$ cat src/rtl/core/crc_fpe_pkg.sv
// ----------------------------------------------------------------------------
// crc_fpe_pkg
// shared types, constants and the crc byte update for the framed emitter
// ----------------------------------------------------------------------------
package crc_fpe_pkg;

	localparam logic [7:0]  MAX_PAYLOAD  = 8'd240;
	localparam logic [7:0]  MIN_PAYLOAD  = 8'd2;
	localparam logic [7:0]  MAGIC_BYTE   = 8'hFE;
	localparam logic [15:0] CRC_POLY     = 16'h1021;
	localparam logic [15:0] CRC_INIT     = 16'hFFFF;
	localparam int          CRC_TOP_BIT  = 15;
	localparam int          HEADER_BYTES = 14;
	localparam int          STEP_W       = 4;

	// last step of a frame's first item: header then the payload byte
	localparam logic [STEP_W-1:0] STEP_FIRST_LAST = STEP_W'(HEADER_BYTES);
	localparam logic [STEP_W-1:0] STEP_PAYLOAD    = '0;
	localparam logic [STEP_W-1:0] STEP_CRC_LO     = STEP_W'(1);
	localparam logic [STEP_W-1:0] STEP_CRC_HI     = STEP_W'(2);

	localparam logic [1:0] REG_SESSION_ID   = 2'd0;
	localparam logic [1:0] REG_SESSION_OPEN = 2'd1;

	typedef struct packed {
		logic [7:0] frame_len;
		logic [7:0] payload_byte;
	} item_t;

	typedef struct packed {
		logic [63:0] session_id;
		logic        session_open;
		logic        seq_clr;
	} cfg_t;

	typedef struct packed {
		logic [15:0] sequence_now;
		logic        rejected;
		logic        frame_done;
		logic        run_last;
		logic [7:0]  out_byte;
	} res_t;

	function automatic logic [15:0] crc_feed(input logic [15:0] crc, input logic [7:0] b);
		logic [15:0] c;
		c = crc ^ {b, 8'h00};
		for (int j = 0; j < 8; j++) begin
			if (c[CRC_TOP_BIT]) begin
				c = {c[14:0], 1'b0} ^ CRC_POLY;
			end else begin
				c = {c[14:0], 1'b0};
			end
		end
		return c;
	endfunction

	// header byte at position k of the frame
	function automatic logic [7:0] header_byte(input logic [STEP_W-1:0] k,
			input logic [63:0] sid, input logic [15:0] seq, input logic [7:0] len);
		logic [7:0] b;
		case (k)
			4'd0:    b = MAGIC_BYTE;
			4'd1:    b = MAGIC_BYTE;
			4'd2:    b = sid[7:0];
			4'd3:    b = sid[15:8];
			4'd4:    b = sid[23:16];
			4'd5:    b = sid[31:24];
			4'd6:    b = sid[39:32];
			4'd7:    b = sid[47:40];
			4'd8:    b = sid[55:48];
			4'd9:    b = sid[63:56];
			4'd10:   b = seq[7:0];
			4'd11:   b = seq[15:8];
			4'd12:   b = len;
			default: b = 8'h00;
		endcase
		return b;
	endfunction

endpackage

$ cat src/rtl/core/crc_framed_payload_emitter.sv
// ----------------------------------------------------------------------------
// crc_framed_payload_emitter
// frames payload bytes with a session header and a crc-16/ccitt-false trailer
// ----------------------------------------------------------------------------
// Each payload byte in gives one or more framed bytes out, one per cycle
// through a single output register unless the output stalls. A rejected
// item or a mid-frame byte gives one byte, so such items stream at one per
// cycle; the first byte of a frame gives 14 header bytes plus the payload
// byte and the closing byte gives the payload plus two crc bytes. Input is
// held off while the output register works through an item's bytes.
module crc_framed_payload_emitter (
	input  logic        clk,
	input  logic        arst_n,
	input  logic        s_axis_tvalid,
	output logic        s_axis_tready,
	input  logic [15:0] s_axis_tdata,   // payload_byte[7:0], frame_len[15:8]
	output logic        m_axis_tvalid,
	input  logic        m_axis_tready,
	output logic [23:0] m_axis_tdata,   // out_byte[7:0], sequence_now[23:8]
	output logic        m_axis_tlast,
	output logic [1:0]  m_axis_tuser,   // frame_done[0], rejected[1]
	input  logic        cfg_valid,
	output logic        cfg_ready,
	input  logic [1:0]  cfg_index,
	input  logic [63:0] cfg_data
);
	import crc_fpe_pkg::*;

	logic [63:0] session_id_q;
	logic        session_open_q;
	logic        cfg_wr;
	cfg_t        cfg;
	item_t       item_in;
	item_t       item_s1;
	logic        valid_s1;
	logic        item_done;
	res_t        res;

	assign cfg_ready = 1'b1;
	assign cfg_wr    = cfg_valid && cfg_ready;

	always_ff @(posedge clk or negedge arst_n) begin
		if (!arst_n) begin
			session_id_q   <= '0;
			session_open_q <= 1'b0;
		end else if (cfg_wr) begin
			case (cfg_index)
				REG_SESSION_ID:   session_id_q   <= cfg_data;
				REG_SESSION_OPEN: session_open_q <= cfg_data[0];
				default: begin
				end
			endcase
		end
	end

	assign cfg.session_id   = session_id_q;
	assign cfg.session_open = session_open_q;
	assign cfg.seq_clr      = cfg_wr && (cfg_index == REG_SESSION_ID);

	assign item_in.payload_byte = s_axis_tdata[7:0];
	assign item_in.frame_len    = s_axis_tdata[15:8];

	crc_fpe_in u_in (
		.clk           (clk),
		.arst_n        (arst_n),
		.s_axis_tvalid (s_axis_tvalid),
		.s_axis_tready (s_axis_tready),
		.item_in       (item_in),
		.item_done     (item_done),
		.valid_s1      (valid_s1),
		.item_s1       (item_s1)
	);

	crc_fpe_emit u_emit (
		.clk       (clk),
		.arst_n    (arst_n),
		.cfg       (cfg),
		.valid_s1  (valid_s1),
		.item_s1   (item_s1),
		.item_done (item_done),
		.out_valid (m_axis_tvalid),
		.out_ready (m_axis_tready),
		.res       (res)
	);

	assign m_axis_tdata = {res.sequence_now, res.out_byte};
	assign m_axis_tlast = res.run_last;
	assign m_axis_tuser = {res.rejected, res.frame_done};

endmodule

$ cat src/rtl/core/crc_fpe_in.sv
// ----------------------------------------------------------------------------
// crc_fpe_in
// input register stage: holds one accepted item until its results are out
// ----------------------------------------------------------------------------
module crc_fpe_in (
	input  logic                clk,
	input  logic                arst_n,
	input  logic                s_axis_tvalid,
	output logic                s_axis_tready,
	input  crc_fpe_pkg::item_t  item_in,
	input  logic                item_done,
	output logic                valid_s1,
	output crc_fpe_pkg::item_t  item_s1
);
	import crc_fpe_pkg::*;

	logic vld_s1;

	assign s_axis_tready = !vld_s1 || item_done;
	assign valid_s1      = vld_s1;

	always_ff @(posedge clk or negedge arst_n) begin
		if (!arst_n) begin
			vld_s1 <= 1'b0;
		end else if (s_axis_tready) begin
			vld_s1 <= s_axis_tvalid;
		end
	end

	always_ff @(posedge clk) begin
		if (s_axis_tready && s_axis_tvalid) begin
			item_s1 <= item_in;
		end
	end

endmodule

$ cat src/rtl/core/crc_fpe_emit.sv
// ----------------------------------------------------------------------------
// crc_fpe_emit
// frame sequencer: one framed byte per cycle, unless the output stalls, into the result register
// ----------------------------------------------------------------------------
module crc_fpe_emit (
	input  logic                clk,
	input  logic                arst_n,
	input  crc_fpe_pkg::cfg_t   cfg,
	input  logic                valid_s1,
	input  crc_fpe_pkg::item_t  item_s1,
	output logic                item_done,
	output logic                out_valid,
	input  logic                out_ready,
	output crc_fpe_pkg::res_t   res
);
	import crc_fpe_pkg::*;

	logic [STEP_W-1:0] step_q;
	logic [15:0]       crc_q;
	logic [15:0]       seq_q;
	logic [7:0]        left_q;
	logic              inside_q;
	logic              out_valid_q;
	res_t              res_q;

	logic        fire;
	logic        rej;
	logic        is_last;
	logic        feed;
	logic        frame_end;
	logic [7:0]  byte_nx;
	logic [15:0] crc_base;
	res_t        res_nx;

	assign fire      = valid_s1 && (!out_valid_q || out_ready);
	assign item_done = fire && is_last;
	assign out_valid = out_valid_q;
	assign res       = res_q;

	assign rej = !cfg.session_open ||
		(!inside_q && ((item_s1.frame_len < MIN_PAYLOAD) || (item_s1.frame_len > MAX_PAYLOAD)));
	assign crc_base = (!inside_q && step_q == '0) ? CRC_INIT : crc_q;

	always_comb begin
		byte_nx   = 8'h00;
		is_last   = 1'b0;
		feed      = 1'b0;
		frame_end = 1'b0;
		res_nx    = '0;
		if (rej) begin
			is_last = 1'b1;
		end else if (!inside_q) begin
			feed = 1'b1;
			if (step_q == STEP_FIRST_LAST) begin
				byte_nx = item_s1.payload_byte;
				is_last = 1'b1;
			end else begin
				byte_nx = header_byte(step_q, cfg.session_id, seq_q, item_s1.frame_len);
			end
		end else begin
			case (step_q)
				STEP_PAYLOAD: begin
					byte_nx = item_s1.payload_byte;
					feed    = 1'b1;
					is_last = (left_q > 8'd1);
				end
				STEP_CRC_LO: begin
					byte_nx = crc_q[7:0];
				end
				STEP_CRC_HI: begin
					byte_nx   = crc_q[15:8];
					is_last   = 1'b1;
					frame_end = 1'b1;
				end
				default: begin
					byte_nx = 8'h00;
				end
			endcase
		end
		res_nx.out_byte     = byte_nx;
		res_nx.run_last     = is_last;
		res_nx.frame_done   = frame_end;
		res_nx.rejected     = rej;
		res_nx.sequence_now = seq_q;
	end

	always_ff @(posedge clk or negedge arst_n) begin
		if (!arst_n) begin
			step_q      <= '0;
			crc_q       <= CRC_INIT;
			seq_q       <= '0;
			left_q      <= '0;
			inside_q    <= 1'b0;
			out_valid_q <= 1'b0;
		end else begin
			if (fire) begin
				out_valid_q <= 1'b1;
			end else if (out_ready) begin
				out_valid_q <= 1'b0;
			end
			if (fire) begin
				step_q <= is_last ? '0 : step_q + STEP_W'(1);
				if (feed) begin
					crc_q <= crc_feed(crc_base, byte_nx);
				end
			end
			if (item_done && !rej) begin
				if (!inside_q) begin
					inside_q <= 1'b1;
					left_q   <= item_s1.frame_len - 8'd1;
				end else if (left_q > 8'd1) begin
					left_q <= left_q - 8'd1;
				end else begin
					left_q   <= '0;
					inside_q <= 1'b0;
				end
			end
			if (cfg.seq_clr) begin
				seq_q <= '0;
			end else if (fire && frame_end) begin
				seq_q <= seq_q + 16'd1;
			end
		end
	end

	always_ff @(posedge clk) begin
		if (fire) begin
			res_q <= res_nx;
		end
	end

endmodule
$ cat config.mk
export PLATFORM = sky130hd
export DESIGN_NAME = crc_framed_payload_emitter
export DESIGN_NICKNAME = d
export VERILOG_FILES = /design/src/rtl/core/crc_fpe_pkg.sv /design/src/rtl/core/crc_framed_payload_emitter.sv /design/src/rtl/core/crc_fpe_in.sv /design/src/rtl/core/crc_fpe_emit.sv
export SDC_FILE = /design/constraint.sdc
export NUM_CORES = 1
export LEC_CHECK = 0
export BUFFER_PORTS_ARGS = -buffer_cell sky130_fd_sc_hd__buf_2
export CORE_MARGIN = 4
export CORE_UTILIZATION = 60
export DETAILED_ROUTE_END_ITERATION = 6
export PLACE_DENSITY = 0.83
export SYNTH_ARGS = -nofsm -noshare
export SYNTH_HDL_FRONTEND = slang
export SYNTH_SLANG_ARGS = --single-unit
$ cat constraint.sdc
create_clock -name clk -period 8.05 [get_ports clk]
set_input_delay 1.61 -clock clk [delete_from_list [all_inputs] [get_ports clk]]
set_output_delay 1.61 -clock clk [all_outputs]
set_load 0.03 [all_outputs]
==> impl_metrics.env, run 1 <==
export IMPL_diodes=0
export IMPL_finalClockSkew_ns=0.00867
export IMPL_wire_per_inst_um=19.8
export IMPL_rows=41
export IMPL_cts_resized=0
export IMPL_gp_congestion=0.869
export IMPL_grt_pass1_vias=5924
export IMPL_dpl_cell_area_sq_mm=0.00860
export IMPL_core_sq_mm=0.0128
export IMPL_grt_pass1_wl_um=30600
export IMPL_htree_levels=4
export IMPL_route_detailed_drc=0
export IMPL_worst_setup_path_start_kind="flop"
export IMPL_ff2ff_path_depth=9
export IMPL_hold_depth=2
export IMPL_ys_seq_area_share_pct=51.4
export IMPL_netlist_top_cell_by_area="dfrtp_1"
export IMPL_cts_sinks=155
export IMPL_setup_viol=0
export IMPL_postCtsHoldBufs=0
export IMPL_p_sw_share_pct=37.4
export IMPL_area_growth_pct=15.1
export IMPL_die_area_sq_mm=0.0153
export IMPL_p_int_mw=2.24
export IMPL_fin_nets=884
export IMPL_min_period_ns=4.31
export IMPL_yosys_warnings=0
export IMPL_synth_top_area_share_pct=30.0
export IMPL_max_slew_margin_rel_pct=23.9
export IMPL_fillCellCount=900
export IMPL_clk_latency_ns=0.43
export IMPL_cts_tree="yes"
export IMPL_yosysUniqueCellTypes=78
export IMPL_worst_path_max_fanout=26
export IMPL_powerDensity_mw_per_mm2=388
export IMPL_final_common_cell="buf_2"
export IMPL_fmax_mhz=232
export IMPL_critPathRequiredTime_ns=6.44
export IMPL_seqCellArea_sq_mm=0.00411
export IMPL_multiInputGateArea_sq_mm=0.00358
export IMPL_dpl_worst_slack_ns=3.95
export IMPL_rsz0062_at_grt="false"
export IMPL_firstDrtPassIters=5
export IMPL_grt_util_all_layers_pct=26.7
export IMPL_final_cell_area_sq_mm=0.00922
export IMPL_dp_cells=941
export IMPL_final_cells=973
export IMPL_first_iter_violations=700
export IMPL_setup_tns_ns=0
export IMPL_die_h_um=124
export IMPL_power_leakage_nw=3.83
export IMPL_final_util_pct=71.9
export IMPL_grt_max_degree=83
export IMPL_io_pins=117
export IMPL_worst_pin_slew_ns=1.14
export IMPL_grt_overflow=0
export IMPL_root_buffer="clkbuf_16"
export IMPL_synthCells=691
export IMPL_ys_seq_elements=155
export IMPL_clk_pin_slew_ns=0.06
export IMPL_synth_edff_count=43
export IMPL_io_buffer_count=115
export IMPL_vias_per_cell=6.13
export IMPL_drive_gt1_share_pct=32.5
export IMPL_slew_violations=0
export IMPL_clock_path_buffers=2
export IMPL_synth_area_leaders="dfrtp_1, edfxtp_1, mux2_2"
export IMPL_worst_slack_ns=3.74
export IMPL_hold_viol=0
export IMPL_ir_worst_vdd_mv=0.246
export IMPL_synth_cell_area_sq_mm=0.00801
export IMPL_post_cts_buffers=0
export IMPL_drt_wl_total_um=19300
export IMPL_maxCapViolCount=0
export IMPL_clkPwrFrac_pct=23.5
export IMPL_switching_power_mw=1.34
export IMPL_antenna_found_initial=0
export IMPL_cp_end_kind="output pin"
export IMPL_p_total_mw=3.58
export IMPL_cts_made_buffers=17
export IMPL_min_path_type="flop to flop"
export IMPL_crit_type="flop to output pin"
export IMPL_syn_area_per_cell_sq_um=11.6
export IMPL_hpwlAfterDp_um=13500
export IMPL_pwr_share_comb_pct=43.3
export IMPL_status="complete, no violations"
export IMPL_antenna_left=0
export IMPL_die_x_um=124
export IMPL_final_cell_mix="buf_2, dfrtp_1, mux2_2, nand2_1, nor2_1"
export IMPL_fin_hold_ws_ns=0.490
export IMPL_ys_async_sr_fraction_pct=72.3
export IMPL_arrival_ns=2.70
export IMPL_power_frac_seq_pct=33.2
export IMPL_period_share_pct=53.5
export IMPL_synth_flop_cell="dfrtp_1"
export IMPL_synth_nets=787
export IMPL_start_util_pct=62.4
export IMPL_vias=5962
registers in the layout (all words and copies together), names as in the netlist:
register,count
u_emit.step_q,4
u_emit.res,27
session_id_q,64
u_emit.crc_q,16
u_emit.inside_q,1
u_in.valid_s1,1
u_emit.seq_q,16
u_emit.left_q,8
u_emit.out_valid,1
session_open_q,1
u_in.item_s1,16
layer usage:
layer / vias up / routed length, um / GRT usage (%)
li1: 2728 / - / -
met1: 2879 / 7810 / 35.2
met2: 302 / 9220 / 42.5
met3: 53 / 1690 / 6.27
met4: 0 / 543 / 11.2
met5: - / 0 / 0
worst max-delay path, cell delays in order, from the launching register on:
cell	delay [ns]
dfrtp_1	0.42
inv_1	0.12
ha_1	0.92
nand3_1	0.14
a31oi_1	0.26
o21ai_0	0.10
nand2_1	0.11
buf_2	0.20
cell families (layout without fill, tap and decap cells):
| family | Yosys count | count (layout) | synth area share (%) |
|---|---|---|---|
| adder cells (fa/ha/maj) | 9 | 9 | 1.41 |
| multiplexers | 79 | 79 | 11.0 |
| other | 1 | 1 | 0.0468 |
| AND/OR/NAND/NOR | 176 | 176 | 10.6 |
| AO/OA/AOI/OAI | 162 | 162 | 14.8 |
| flip-flops | 155 | 155 | 51.4 |
| buffers and inverters | 58 | 168 | 3.95 |
| XOR/XNOR | 51 | 51 | 6.80 |
layout make-up:
| cell class | count | share of cell area, % |
|---|---|---|
| multi-input combinational | 478 | 38.8 |
| inverter | 12 | 0.489 |
| sequential | 155 | 44.6 |
| clock buffer | 21 | 4.89 |
| timing repair buffer | 124 | 7.00 |
| clock inverter | 11 | 1.82 |
| tap | 172 | 2.33 |
worst paths after layout:
check                                  from          endpoint  slack, ns
setup reg to reg           u_emit.step_q[1]  u_emit.crc_q[14]       4.44
hold reg to reg             u_emit.crc_q[6]   u_emit.crc_q[6]       0.49
min in group asynchronous            arst_n  u_emit.seq_q[11]       1.12
hold / removal              u_emit.crc_q[6]   u_emit.crc_q[6]       0.49
setup / recovery           u_emit.step_q[1]     s_axis_tready       3.74
max in group asynchronous            arst_n  session_id_q[47]       5.56
power groups by stage:
stage                     sequential, mW  clock (mW)  combinational [mW]
after global placement              1.18           0                1.48
after CTS                           1.18       0.847                1.54
after global routing                1.21       0.885                1.68
after floorplan                     1.21           0                1.18
after detailed placement            1.20           0                1.53
final                               1.19       0.839                1.55
cell usage after synthesis, drive strengths merged, types with 5 or more instances:
library cell	n
nand2b	8
a22o	8
mux2	70
and2	5
dfrtp	96
inv	12
a21oi	27
nor3b	6
nand3	12
o21ai	47
xnor3	6
nor2b	6
or3	6
mux2i	9
dfstp	16
buf	26
xor2	20
ha	9
edfxtp	43
clkbuf	20
a211oi	10
and3	6
nor2	50
xnor2	25
a22oi	13
nand2	52
nor3	9
a222oi	11
Power figures use the tool's default switching activity.
==> inputs of run 2 (changes only) <==
- ABC_AREA: unset -> 1
- CORE_UTILIZATION: 60 -> 58
- PLACE_DENSITY: 0.83 -> 0.81
- clock period: 8.05 -> 4.34 ns (I/O delays scaled with it)
==> impl_metrics.env, run 2 <==
export IMPL_grt_util_all_layers_pct=26.0
export IMPL_synthCells=1040
export IMPL_final_cell_mix="nand2_1, buf_2, dfrtp_1, inv_1, nor2_1"
export IMPL_min_period_ns=3.74
export IMPL_critPathRequiredTime_ns=3.47
export IMPL_firstDrtPassIters=6
export IMPL_ys_seq_elements=155
export IMPL_finalClockSkew_ns=0.0113
export IMPL_route_detailed_drc=0
export IMPL_drt_wl_total_um=20400
export IMPL_period_share_pct=86.1
export IMPL_diodes=0
export IMPL_synth_flop_cell="dfrtp_1"
export IMPL_synth_nets=1136
export IMPL_core_sq_mm=0.0134
export IMPL_final_common_cell="nand2_1"
export IMPL_die_h_um=126
export IMPL_grt_pass1_wl_um=32700
export IMPL_netlist_top_cell_by_area="dfrtp_1"
export IMPL_post_cts_buffers=0
export IMPL_yosysUniqueCellTypes=45
export IMPL_io_pins=117
export IMPL_first_iter_violations=748
export IMPL_die_area_sq_mm=0.0158
export IMPL_p_total_mw=6.34
export IMPL_worst_setup_path_start_kind="flop"
export IMPL_vias=7240
export IMPL_powerDensity_mw_per_mm2=677
export IMPL_antenna_found_initial=0
export IMPL_worst_pin_slew_ns=0.713
export IMPL_rows=42
export IMPL_root_buffer="clkbuf_16"
export IMPL_cts_tree="yes"
export IMPL_die_x_um=126
export IMPL_min_path_type="flop to flop"
export IMPL_htree_levels=4
export IMPL_rsz0062_at_grt="false"
export IMPL_status="complete, no violations"
export IMPL_arrival_ns=2.87
export IMPL_fin_nets=1252
export IMPL_synth_common_cells="nand2_1, dfrtp_1, inv_1"
export IMPL_ys_seq_area_share_pct=51.1
export IMPL_largest_register_ffs=64
export IMPL_gp_congestion=0.929
export IMPL_regMostFlops="session_id_q"
export IMPL_yosys_warnings=0
export IMPL_cp_end_kind="output pin"
export IMPL_clkPwrFrac_pct=22.7
export IMPL_max_slew_margin_rel_pct=52.4
export IMPL_antenna_left=0
export IMPL_ir_worst_vdd_mv=0.513
export IMPL_cts_made_buffers=17
export IMPL_worst_path_max_fanout=20
export IMPL_vias_per_cell=5.39
export IMPL_grt_overflow=0
export IMPL_switching_power_mw=2.67
export IMPL_fmax_mhz=268
export IMPL_synth_area_leaders="dfrtp_1, nand2_1, edfxtp_1"
export IMPL_cts_resized=0
export IMPL_slew_violations=0
export IMPL_clk_latency_ns=0.43
export IMPL_postCtsHoldBufs=0
export IMPL_pwr_share_comb_pct=41.9
export IMPL_wire_per_inst_um=15.2
export IMPL_setup_tns_ns=0
export IMPL_synth_cell_area_sq_mm=0.00805
export IMPL_setup_viol=0
export IMPL_synth_edff_count=43
export IMPL_p_sw_share_pct=42.1
export IMPL_hold_viol=0
export IMPL_ys_async_sr_fraction_pct=72.3
export IMPL_maxCapViolCount=0
export IMPL_drive_gt1_share_pct=17.0
export IMPL_syn_area_per_cell_sq_um=7.74
export IMPL_clk_pin_slew_ns=0.06
export IMPL_power_leakage_nw=4.77
export IMPL_cts_sinks=155
export IMPL_clock_path_buffers=2
export IMPL_crit_type="flop to output pin"
export IMPL_area_growth_pct=16.5
export IMPL_io_buffer_count=115
export IMPL_power_frac_seq_pct=35.4
export IMPL_grt_max_degree=73
export IMPL_start_util_pct=60.0
export IMPL_hpwlAfterDp_um=14800
export IMPL_yosysMostFrequentCell="nand2_1"
export IMPL_synth_top_area_share_pct=29.9
export IMPL_p_int_mw=3.68
export IMPL_grt_pass1_vias=6856
run 2: through the flow:
stage                     cell area [sq um]  hold slack, ns  cells  utilization, %  worst slack, ns
after global placement                 8800           0.454   1313            65.6             1.21
final                                  9380           0.471   1344            70.0            0.603
after CTS                              9380           0.471   1344            70.0            0.640
after detailed placement               8800           0.458   1313            65.6             1.12
after floorplan                        8050           0.442   1040               -             1.53
after global routing                   9380           0.489   1344            70.0            0.346
run 2: path summary, 6_finish.rpt:
path                                       start               end  slack, ns  cells after the start
worst min register to register  session_id_q[35]  session_id_q[35]       0.47                      2
worst max-delay path             u_emit.inside_q     s_axis_tready       0.60                      8
max in group asynchronous                 arst_n   u_emit.crc_q[5]       2.93                      2
min in group asynchronous                 arst_n  session_id_q[60]       0.48                      1
worst min-delay path            session_id_q[35]  session_id_q[35]       0.47                      2
worst max register to register  u_emit.step_q[0]  u_in.item_s1[13]       1.38                     11
run 2: kinds of logic after synthesis:
| group | count (synthesis) | share of synthesized area [%] |
|---|---|---|
| fa+ha+maj | 9 | 1.40 |
| other cells | 1 | 0.0466 |
| flops | 155 | 51.1 |
| buf+inv | 120 | 5.83 |
| xor+xnor | 15 | 1.63 |
| simple gates | 649 | 33.6 |
| compound gates | 91 | 6.38 |
run 2: metal layers:
metal	GRT usage, %	wire length [um]	vias up
met1	35.4	8580	3344
met3	6.31	1700	37
li1	-	-	3541
met5	0	0	-
met2	41.1	9670	318
met4	9.53	469	0
run 2: final cells by class:
| type | count | area, sq um |
|---|---|---|
| sequential | 155 | 4110 |
| fill | 1116 | 4030 |
| multi-input combinational | 765 | 3470 |
| timing repair buffer | 122 | 631 |
| clock buffer | 26 | 522 |
| inverter | 95 | 362 |
| tap | 176 | 220 |
| clock inverter | 5 | 56.3 |
run 2: worst max-delay path, cell delays in order (launching register included):
cell,delay [ns]
dfrtp_1,0.74
inv_1,0.36
nand2_1,0.15
nand2_1,0.26
nor2_1,0.36
nor2_1,0.12
nor2_1,0.19
inv_1,0.08
buf_2,0.18
run 2: power by group through the flow:
stage | sequential [mW] | combinational, mW | clock [mW]
2_1_floorplan | 2.37 | 1.78 | 0
3_3_place_gp | 2.24 | 2.52 | 0
3_5_place_dp | 2.26 | 2.60 | 0
4_1_cts | 2.24 | 2.63 | 1.46
5_1_grt | 2.29 | 2.96 | 1.52
6_report | 2.24 | 2.66 | 1.44
